**src/tmsf_pkg.sv**
```systemverilog
package tmsf_pkg;

  // Channel codes
  localparam int unsigned NUM_CH = 3;
  localparam int unsigned CH_W   = 2;
  localparam logic [CH_W-1:0] CH_OFFSET = 2'd2;  // channel that gets the offset
  localparam logic [CH_W-1:0] CH_NONE   = 2'd3;  // code with no channel behind it

  // Field widths
  localparam int unsigned SAMPLE_W = 12;
  localparam int unsigned OFFSET_W = 10;
  localparam int unsigned VAL_W    = 13;
  localparam int unsigned ERR_W    = 7;
  localparam int unsigned SUM_W    = 20;

  // Window and error defaults
  localparam int unsigned WINDOW_LEN_DEF = 8;
  localparam logic [ERR_W-1:0] FAIL_LIMIT = 7'd100;
  localparam logic signed [VAL_W-1:0] MIN_START = 13'sd2688;   // +168.0 degrees
  localparam logic signed [VAL_W-1:0] MAX_START = -13'sd2048;  // -128.0 degrees
  localparam logic signed [OFFSET_W-1:0] OFFSET_RESET = 10'sd112;  // 7.0 degrees

  // Width of the trimmed sum magnitude: at most (win-2) full-scale samples
  function automatic int unsigned mag_w(input int unsigned win);
    int unsigned lim;
    lim = (win - 2) * (1 << (SAMPLE_W - 1)) + 1;
    return $clog2(lim);
  endfunction

endpackage

```
**src/tmsf_div.sv**
```systemverilog
module tmsf_div #(
  parameter int unsigned WINDOW_LEN = tmsf_pkg::WINDOW_LEN_DEF
) (
  input  logic                                         clk_i,
  input  logic                                         en_i,
  input  logic signed [tmsf_pkg::SUM_W:0]              t_i,
  output logic [tmsf_pkg::mag_w(WINDOW_LEN)-1:0]       q_o,
  output logic                                         neg_o
);

  localparam int unsigned T_W   = tmsf_pkg::SUM_W + 1;
  localparam int unsigned MAG_W = tmsf_pkg::mag_w(WINDOW_LEN);
  localparam logic [MAG_W-1:0] DIV_C = MAG_W'(WINDOW_LEN - 2);
  // floor(2^MAG_W / divisor); quotient estimate is low by at most one
  localparam logic [MAG_W:0] RECIP = (MAG_W+1)'((64'd1 << MAG_W) / (WINDOW_LEN - 2));

  logic signed [T_W-1:0] t_q;
  logic [T_W-1:0]        abs_full;
  logic [MAG_W-1:0]      mag_q, mag2_q;
  logic [2*MAG_W:0]      prod;
  logic [MAG_W-1:0]      q0_q;
  logic [MAG_W-1:0]      rem;
  logic [MAG_W-1:0]      q_q;
  logic [2:0]            neg_q;

  // Take magnitude, truncation toward zero then only needs the sign back
  assign abs_full = t_q[T_W-1] ? T_W'(-t_q) : T_W'(t_q);
  assign prod     = mag_q * RECIP;
  assign rem      = mag2_q - MAG_W'(q0_q * DIV_C);

  // Four stages: capture, magnitude, reciprocal multiply, correction
  always_ff @(posedge clk_i) begin
    if (en_i) begin
      t_q      <= t_i;
      mag_q    <= abs_full[MAG_W-1:0];
      neg_q[0] <= t_q[T_W-1];
      q0_q     <= prod[MAG_W +: MAG_W];
      mag2_q   <= mag_q;
      neg_q[1] <= neg_q[0];
      q_q      <= (rem >= DIV_C) ? q0_q + 1'b1 : q0_q;
      neg_q[2] <= neg_q[1];
    end
  end

  assign q_o   = q_q;
  assign neg_o = neg_q[2];

endmodule

```
**src/trimmed_mean_sensor_filter.sv**
```systemverilog
// Channel  Direction  Handshake                    Payload
// request  in         in_valid_i / in_stall_o      channel_i, read_failed_i, sample_i
// result   out        out_valid_o / out_stall_i    result_channel_o, filtered_valid_o,
//                                                  filtered_value_o, error_count_o
// config   in         cfg_we_i                     cfg_wdata_i (channel 2 offset)
//
// One request per cycle unless a stalled, full output register holds it back; each result
// passes the read, trim and divider stages and the output register. Per-channel window
// state sits in a three-entry RAM with a registered read; a write-back register forwards
// the last update to a request on the same channel. Reset clears the entry valid bits and
// the last filtered values, and loads the default offset of 7.0 degrees.
// A stalled, full output register stalls the whole pipeline and the request side.
module trimmed_mean_sensor_filter #(
  parameter int unsigned WINDOW_LEN = tmsf_pkg::WINDOW_LEN_DEF
) (
  input  logic                                  clk_i,
  input  logic                                  rst_ni,
  input  logic                                  cfg_we_i,
  input  logic signed [tmsf_pkg::OFFSET_W-1:0]  cfg_wdata_i,
  input  logic                                  in_valid_i,
  output logic                                  in_stall_o,
  input  logic [tmsf_pkg::CH_W-1:0]             channel_i,
  input  logic                                  read_failed_i,
  input  logic signed [tmsf_pkg::SAMPLE_W-1:0]  sample_i,
  output logic                                  out_valid_o,
  input  logic                                  out_stall_i,
  output logic [tmsf_pkg::CH_W-1:0]             result_channel_o,
  output logic                                  filtered_valid_o,
  output logic signed [tmsf_pkg::VAL_W-1:0]     filtered_value_o,
  output logic [tmsf_pkg::ERR_W-1:0]            error_count_o
);

  localparam int unsigned SUM_W  = tmsf_pkg::SUM_W;
  localparam int unsigned VAL_W  = tmsf_pkg::VAL_W;
  localparam int unsigned ERR_W  = tmsf_pkg::ERR_W;
  localparam int unsigned CH_W   = tmsf_pkg::CH_W;
  localparam int unsigned SMP_W  = tmsf_pkg::SAMPLE_W;
  localparam int unsigned OFF_W  = tmsf_pkg::OFFSET_W;
  localparam int unsigned NUM_CH = tmsf_pkg::NUM_CH;
  localparam int unsigned FILL_W = $clog2(WINDOW_LEN + 1);
  localparam int unsigned MAG_W  = tmsf_pkg::mag_w(WINDOW_LEN);
  localparam int unsigned RES_W  = MAG_W + 2;
  localparam int unsigned DIV_LAT = 4;
  localparam logic [FILL_W-1:0] WIN_FULL = FILL_W'(WINDOW_LEN);

  typedef struct packed {
    logic signed [SUM_W-1:0] sum;
    logic signed [VAL_W-1:0] lo;
    logic signed [VAL_W-1:0] hi;
    logic [FILL_W-1:0]       fill;
    logic [ERR_W-1:0]        fail;
  } entry_t;

  typedef struct packed {
    logic             vld;
    logic [CH_W-1:0]  ch;
    logic             done;
    logic [ERR_W-1:0] fail;
  } tag_t;

  localparam entry_t ENTRY_RESET = '{
    sum:  '0,
    lo:   tmsf_pkg::MIN_START,
    hi:   tmsf_pkg::MAX_START,
    fill: '0,
    fail: '0
  };

  logic adv, acc;

  logic signed [OFF_W-1:0] offset_q;

  // Window RAM and its per-entry valid bits
  entry_t          mem_q [NUM_CH];
  logic [NUM_CH-1:0] ent_vld_q;

  // Read stage
  logic             s1_vld_q, s1_fail_q, s1_none_q;
  logic [CH_W-1:0]  s1_ch_q;
  logic signed [SMP_W-1:0] s1_smp_q;
  entry_t           rd_q;
  logic             rd_vld_q;

  // Write-back forwarding
  entry_t           wb_q;
  logic [CH_W-1:0]  wb_ch_q;
  logic             wb_vld_q;

  // Modify results
  entry_t                  st, upd;
  logic                    done;
  logic signed [SUM_W-1:0] sum_n;
  logic signed [VAL_W-1:0] smp_x, lo_n, hi_n;
  logic [FILL_W-1:0]       fill_n;

  // Trim stage and tag line
  logic signed [SUM_W-1:0] s2_sum_q;
  logic signed [VAL_W-1:0] s2_lo_q, s2_hi_q;
  tag_t                    tag_q [DIV_LAT+1];
  tag_t                    tag_in;
  logic signed [VAL_W:0]   minmax;
  logic signed [SUM_W:0]   trim;

  logic [MAG_W-1:0]        quo;
  logic                    quo_neg;
  logic signed [RES_W-1:0] res_full;
  logic signed [VAL_W-1:0] new_val;
  tag_t                    tag_out;

  logic signed [VAL_W-1:0] last_q [NUM_CH];

  logic                    out_vld_q, out_fv_q;
  logic [CH_W-1:0]         out_ch_q;
  logic signed [VAL_W-1:0] out_val_q;
  logic [ERR_W-1:0]        out_err_q;

  // Advance whenever the output register can take a result
  assign adv        = !out_vld_q || !out_stall_i;
  assign in_stall_o = !adv;
  assign acc        = in_valid_i && adv;

  // Hold the channel 2 offset
  always_ff @(posedge clk_i or negedge rst_ni) begin
    if (!rst_ni) begin
      offset_q <= tmsf_pkg::OFFSET_RESET;
    end else if (cfg_we_i) begin
      offset_q <= cfg_wdata_i;
    end
  end

  // Read the channel entry as the request is taken
  always_ff @(posedge clk_i or negedge rst_ni) begin
    if (!rst_ni) begin
      s1_vld_q <= 1'b0;
      rd_vld_q <= 1'b0;
    end else if (adv) begin
      s1_vld_q <= acc;
      rd_vld_q <= (channel_i != tmsf_pkg::CH_NONE) && ent_vld_q[channel_i];
    end
  end

  always_ff @(posedge clk_i) begin
    if (adv) begin
      s1_ch_q   <= channel_i;
      s1_none_q <= (channel_i == tmsf_pkg::CH_NONE);
      s1_fail_q <= read_failed_i;
      s1_smp_q  <= sample_i;
      if (channel_i != tmsf_pkg::CH_NONE) begin
        rd_q <= mem_q[channel_i];
      end
    end
  end

  // Modify: forward the previous write, then update error count and window
  always_comb begin
    if (wb_vld_q && (wb_ch_q == s1_ch_q)) begin
      st = wb_q;
    end else if (rd_vld_q) begin
      st = rd_q;
    end else begin
      st = ENTRY_RESET;
    end
    smp_x  = {s1_smp_q[SMP_W-1], s1_smp_q};
    sum_n  = $signed(st.sum) + {{(SUM_W-SMP_W){s1_smp_q[SMP_W-1]}}, s1_smp_q};
    lo_n   = (smp_x < $signed(st.lo)) ? smp_x : $signed(st.lo);
    hi_n   = (smp_x > $signed(st.hi)) ? smp_x : $signed(st.hi);
    fill_n = st.fill + 1'b1;
    upd    = st;
    done   = 1'b0;
    if (s1_fail_q) begin
      if (st.fail < tmsf_pkg::FAIL_LIMIT) begin
        upd.fail = st.fail + 1'b1;
      end
    end else begin
      upd.fail = '0;
      if (st.fill >= WIN_FULL) begin
        upd = ENTRY_RESET;
      end else if (fill_n == WIN_FULL) begin
        upd  = ENTRY_RESET;
        done = 1'b1;
      end else begin
        upd.sum  = sum_n;
        upd.lo   = lo_n;
        upd.hi   = hi_n;
        upd.fill = fill_n;
      end
    end
  end

  // Write back and keep a copy for forwarding
  always_ff @(posedge clk_i or negedge rst_ni) begin
    if (!rst_ni) begin
      ent_vld_q <= '0;
      wb_vld_q  <= 1'b0;
    end else if (adv) begin
      wb_vld_q <= s1_vld_q && !s1_none_q;
      if (s1_vld_q && !s1_none_q) begin
        ent_vld_q[s1_ch_q] <= 1'b1;
      end
    end
  end

  always_ff @(posedge clk_i) begin
    if (adv) begin
      wb_q    <= upd;
      wb_ch_q <= s1_ch_q;
      if (s1_vld_q && !s1_none_q) begin
        mem_q[s1_ch_q] <= upd;
      end
      s2_sum_q <= sum_n;
      s2_lo_q  <= lo_n;
      s2_hi_q  <= hi_n;
    end
  end

  // Tag line runs beside the divider
  always_comb begin
    tag_in.vld  = s1_vld_q;
    tag_in.ch   = s1_none_q ? tmsf_pkg::CH_NONE : s1_ch_q;
    tag_in.done = done && !s1_none_q;
    tag_in.fail = s1_none_q ? '0 : upd.fail;
  end

  always_ff @(posedge clk_i or negedge rst_ni) begin
    if (!rst_ni) begin
      for (int i = 0; i <= DIV_LAT; i++) begin
        tag_q[i] <= '0;
      end
    end else if (adv) begin
      tag_q[0] <= tag_in;
      for (int i = 1; i <= DIV_LAT; i++) begin
        tag_q[i] <= tag_q[i-1];
      end
    end
  end

  // Drop largest and smallest sample
  assign minmax = {s2_hi_q[VAL_W-1], s2_hi_q} + {s2_lo_q[VAL_W-1], s2_lo_q};
  assign trim   = {s2_sum_q[SUM_W-1], s2_sum_q}
                - {{(SUM_W-VAL_W){minmax[VAL_W]}}, minmax};

  tmsf_div #(
    .WINDOW_LEN (WINDOW_LEN)
  ) u_div (
    .clk_i (clk_i),
    .en_i  (adv),
    .t_i   (trim),
    .q_o   (quo),
    .neg_o (quo_neg)
  );

  // Restore sign, add the offset on channel 2
  assign tag_out  = tag_q[DIV_LAT];
  assign res_full = (quo_neg ? -$signed({2'b00, quo}) : $signed({2'b00, quo}))
                  + ((tag_out.ch == tmsf_pkg::CH_OFFSET)
                     ? $signed({{(RES_W-OFF_W){offset_q[OFF_W-1]}}, offset_q})
                     : $signed(RES_W'(0)));
  assign new_val  = res_full[VAL_W-1:0];

  // Keep the last filtered value of each channel
  always_ff @(posedge clk_i or negedge rst_ni) begin
    if (!rst_ni) begin
      for (int i = 0; i < NUM_CH; i++) begin
        last_q[i] <= '0;
      end
    end else if (adv && tag_out.vld && tag_out.done) begin
      last_q[tag_out.ch] <= new_val;
    end
  end

  // Output register
  always_ff @(posedge clk_i or negedge rst_ni) begin
    if (!rst_ni) begin
      out_vld_q <= 1'b0;
    end else if (adv) begin
      out_vld_q <= tag_out.vld;
    end
  end

  always_ff @(posedge clk_i) begin
    if (adv) begin
      out_ch_q  <= tag_out.ch;
      out_fv_q  <= tag_out.done;
      out_err_q <= tag_out.fail;
      if (tag_out.ch == tmsf_pkg::CH_NONE) begin
        out_val_q <= '0;
      end else if (tag_out.done) begin
        out_val_q <= new_val;
      end else begin
        out_val_q <= last_q[tag_out.ch];
      end
    end
  end

  assign out_valid_o      = out_vld_q;
  assign result_channel_o = out_ch_q;
  assign filtered_valid_o = out_fv_q;
  assign filtered_value_o = out_val_q;
  assign error_count_o    = out_err_q;

endmodule

```
**config.mk**
```make
export PLATFORM = sky130hd
export DESIGN_NAME = trimmed_mean_sensor_filter
export DESIGN_NICKNAME = d
export VERILOG_FILES = /design/src/tmsf_pkg.sv /design/src/tmsf_div.sv /design/src/trimmed_mean_sensor_filter.sv
export SDC_FILE = /design/constraint.sdc
export NUM_CORES = 1
export LEC_CHECK = 0
export ABC_AREA = 1
export BUFFER_PORTS_ARGS = -buffer_cell sky130_fd_sc_hd__buf_2
export CAP_MARGIN = 10
export CORE_MARGIN = 2
export CORE_UTILIZATION = 55
export CTS_BUF_LIST = sky130_fd_sc_hd__clkbuf_4 sky130_fd_sc_hd__clkbuf_8
export DETAILED_ROUTE_END_ITERATION = 8
export PLACE_DENSITY_LB_ADDON = 0.1
export SYNTH_ARGS = -nofsm -noshare
export SYNTH_HDL_FRONTEND = slang
export SYNTH_SLANG_ARGS = --single-unit
```
**constraint.sdc**
```tcl
create_clock -name clk_i -period 10.3 [get_ports clk_i]
set_clock_uncertainty 0.05 [all_clocks]
set_input_delay 0.515 -clock clk_i [delete_from_list [all_inputs] [get_ports clk_i]]
set_output_delay 0.515 -clock clk_i [all_outputs]
set_load 0.02 [all_outputs]
```
==> results.toml <==
[synthesis]
synth_seq_area_share_pct = 54.87
synth_nets = 3172
synth-seq-cells = 553
syn_area_mm2 = 0.02926
synthFlopType = "edfxtp_1"
async_flop_share_pct = 20.07
avgSynthCellArea_um2 = 10.11
synth.distinct_cells = 53
synth_edf_count = 442
syn_inst = 2894
ys_warn_count = 0

[worst_setup_path]
required_ns = 10.65
critPathArrivalTime_ns = 5.37
crit_type = "reg -> reg"
worstSetupStartpointType = "register"
critPathCaptureType = "register"
r2r_setup_slack_ns = 5.29
crit_fanout = 5
reg2reg_depth = 15

[route]
vias = 20390
wire_per_inst_um = 17.82
drc_errors = 0
drt-initial-drc-count = 1472
via_per_inst = 5.412
drt_wl_total_mm = 67.16
firstDrtPassIters = 6
ant_nets = 0

[floorplanning]
dieArea_mm2 = 0.05506
coreArea_mm2 = 0.05255
dieHeight_um = 234.6
initial_core_util_pct = 55.67
num_rows = 84
pin_count = 55
die_x_um = 234.6

[cts]
clk_pin_slew_ns = 0.06
tritoncts = "done"
clock-sinks = 553
cts_buffers = 92
clk_latency_ns = 0.69
clock-root-buffer = "clkbuf_8"
clk_path_buf_depth = 3
htreeDepth = 3
cts_resized = 0

[global_route]
grt_pass1_vias = 20580
busiest_layer = "met2"
grtUsageTotal_pct = 24.59
grt_pass1_wl_mm = 108.5
antenna_found_initial = 0
grt_max_degree = 81
gr-usage-met1_pct = 33.18
grt_overflow = 0
grt_use_met2_pct = 41.18
grtUsageMet3_pct = 3.383

[place]
gp_congestion = 0.8669
portBuffers = 54
dp_hpwl_mm = 45.17

[sta]
worstMarginPinSlew_ns = 1.035
fin_crit_sh_pct = 48.66
tns_ns = 0
rsz0062_at_grt = "false"
setup_viol = 0
hold_viol = 0
fmax_mhz = 199.5
slew_viol_final = 0
max_slew_margin_pct = 30.76
min_period_ns = 5.012

[outcome]
status = "finished, final reports clean"

[flow_run]
maxCapViolations = 0

[finish]
n_fill_cell = 4368
area_growth_pct = 10.28
drive_gt1_share_pct = 8.964
num-nets-final = 3283

[worst_hold_path]
whs_path_depth = 3
min_path_type = "in -> reg"
==> layer usage <==
layer	vias to the layer above	share of wire [%]
met2	498	48
met4	0	2.4
li1	10000	-
met5	-	0
met1	9778	45
met3	112	4.5
==> layout by cell type (no fill, tap or decap), drive strengths merged, types with 4 or more instances in the layout <==
cell / instances
xnor2: 30
a21o: 8
nor3: 16
o22ai: 6
nor2: 173
a31oi: 12
fa: 62
o21bai: 4
dfrtp: 108
buf: 75
edfxtp: 442
clkbuf: 135
ha: 186
a211oi: 6
o21ai: 193
inv: 345
xor2: 72
or2: 5
nand4: 26
nand3b: 8
nor4: 5
a21oi: 230
and2: 11
nand3: 153
dlygate4sd3: 24
nand2: 688
clkinv: 31
==> synthesized netlist by cell type (6+ instances only) <==
cell | count | area [µm²]
buf_1 | 9 | 33.78
nor2_1 | 169 | 634.4
nand4_1 | 26 | 162.7
dfrtp_1 | 108 | 2703
nand3_1 | 148 | 740.7
xor2_1 | 72 | 630.6
o21ai_2 | 10 | 87.58
o21ai_0 | 169 | 845.8
nor3_1 | 16 | 80.08
nand3b_1 | 8 | 60.06
fa_1 | 62 | 1241
and2_1 | 11 | 68.82
nand2_1 | 683 | 2564
xnor2_1 | 30 | 262.8
buf_2 | 8 | 40.04
a21oi_1 | 228 | 1141
a31oi_1 | 12 | 75.07
inv_1 | 337 | 1265
ha_1 | 186 | 2327
edfxtp_1 | 442 | 13270
o22ai_1 | 6 | 37.54
o21ai_1 | 14 | 70.07
clkbuf_1 | 55 | 206.5
a211oi_1 | 6 | 45.04
a21o_1 | 8 | 60.06
==> worst max-delay path, stage by stage, from the launching register on <==
cell      delay, ns
edfxtp_1       0.47
ha_1           0.37
fa_1           0.52
inv_1          0.05
fa_1           0.50
fa_1           0.55
inv_1          0.06
fa_1           0.48
ha_1           0.37
nand2_1        0.11
nor2_1         0.24
inv_1          0.06
o21ai_0        0.39
a21oi_1        0.20
o21ai_0        0.24
xor2_1         0.09
==> worst paths after layout <==
check / from / end
setup reg to reg: u_div.mag_q[5] / u_div.q0_q[4]
min in group asynchronous: rst_ni / last_q[26]
hold reg to reg: u_div.neg_q[1] / u_div.neg_q[2]
setup / recovery: u_div.mag_q[5] / u_div.q0_q[4]
hold / removal: cfg_wdata_i[0] / offset_q[0]
max in group asynchronous: rst_ni / rd_vld_q
==> registers in the layout (all words and copies together) (netlist names), 7 cells and up <==
register	flops
u_div.t_q	15
tag_out	11
u_div.q0_q	12
s2_lo_q	13
u_div.mag_q	14
s2_hi_q	13
mem_q	171
error_count_o	7
wb_q	57
u_div.mag2_q	13
last_q	39
tag_q	44
s1_smp_q	12
rd_q	57
s2_sum_q	20
offset_q	10
u_div.q_o	13
filtered_value_o	13
==> final cells by class <==
type / count / area [µm²] / area share (%)
Inverter: 345 / 1295 / 4.014
Antenna cell: 1 / 2.502 / 0.007756
Timing Repair Buffer: 99 / 670.6 / 2.079
Sequential cell: 553 / 16060 / 49.76
Multi-Input combinational cell: 1914 / 11560 / 35.82
Tap cell: 688 / 860.8 / 2.668
Clock inverter: 33 / 188.9 / 0.5856
Clock buffer: 135 / 1633 / 5.061
==> per-stage QoR <==
stage                     instances  cell area, µm²  utilization (%)  hold WS (ns)  setup slack, ns
final                          3768           32260            61.40       0.05244            5.288
after global placement         3575           30200            57.47        0.3559            5.357
after floorplan                2894           29260                -        0.1694            2.727
after detailed placement       3575           30200            57.47        0.3627            5.305
after CTS                      3767           32260            61.39      0.008785            5.277
after global routing           3767           32260            61.39       0.05122            5.057
==> repair_timing <==
item,in CTS,in global routing
hold buffers,24,0
setup buffers,0,0
endpoints found under the hold margin,51,0
==> kinds of logic (layout without fill, tap and decap cells) <==
group                      count (synthesis)  in the layout  synth area share, %
other                                      0              1                    0
DFF                                      553            553                54.87
adders and majority gates                248            248                12.20
xor gates and xnor gates                 102            102                3.053
buffers and inverters                    427            612                5.743
AOI/OAI and AO/OA                        475            475                8.694
and+or+nand+nor                         1089           1089                15.44
Power is not shown: default switching activity piles up to over one toggle a cycle in this logic, so the estimate is an artifact.
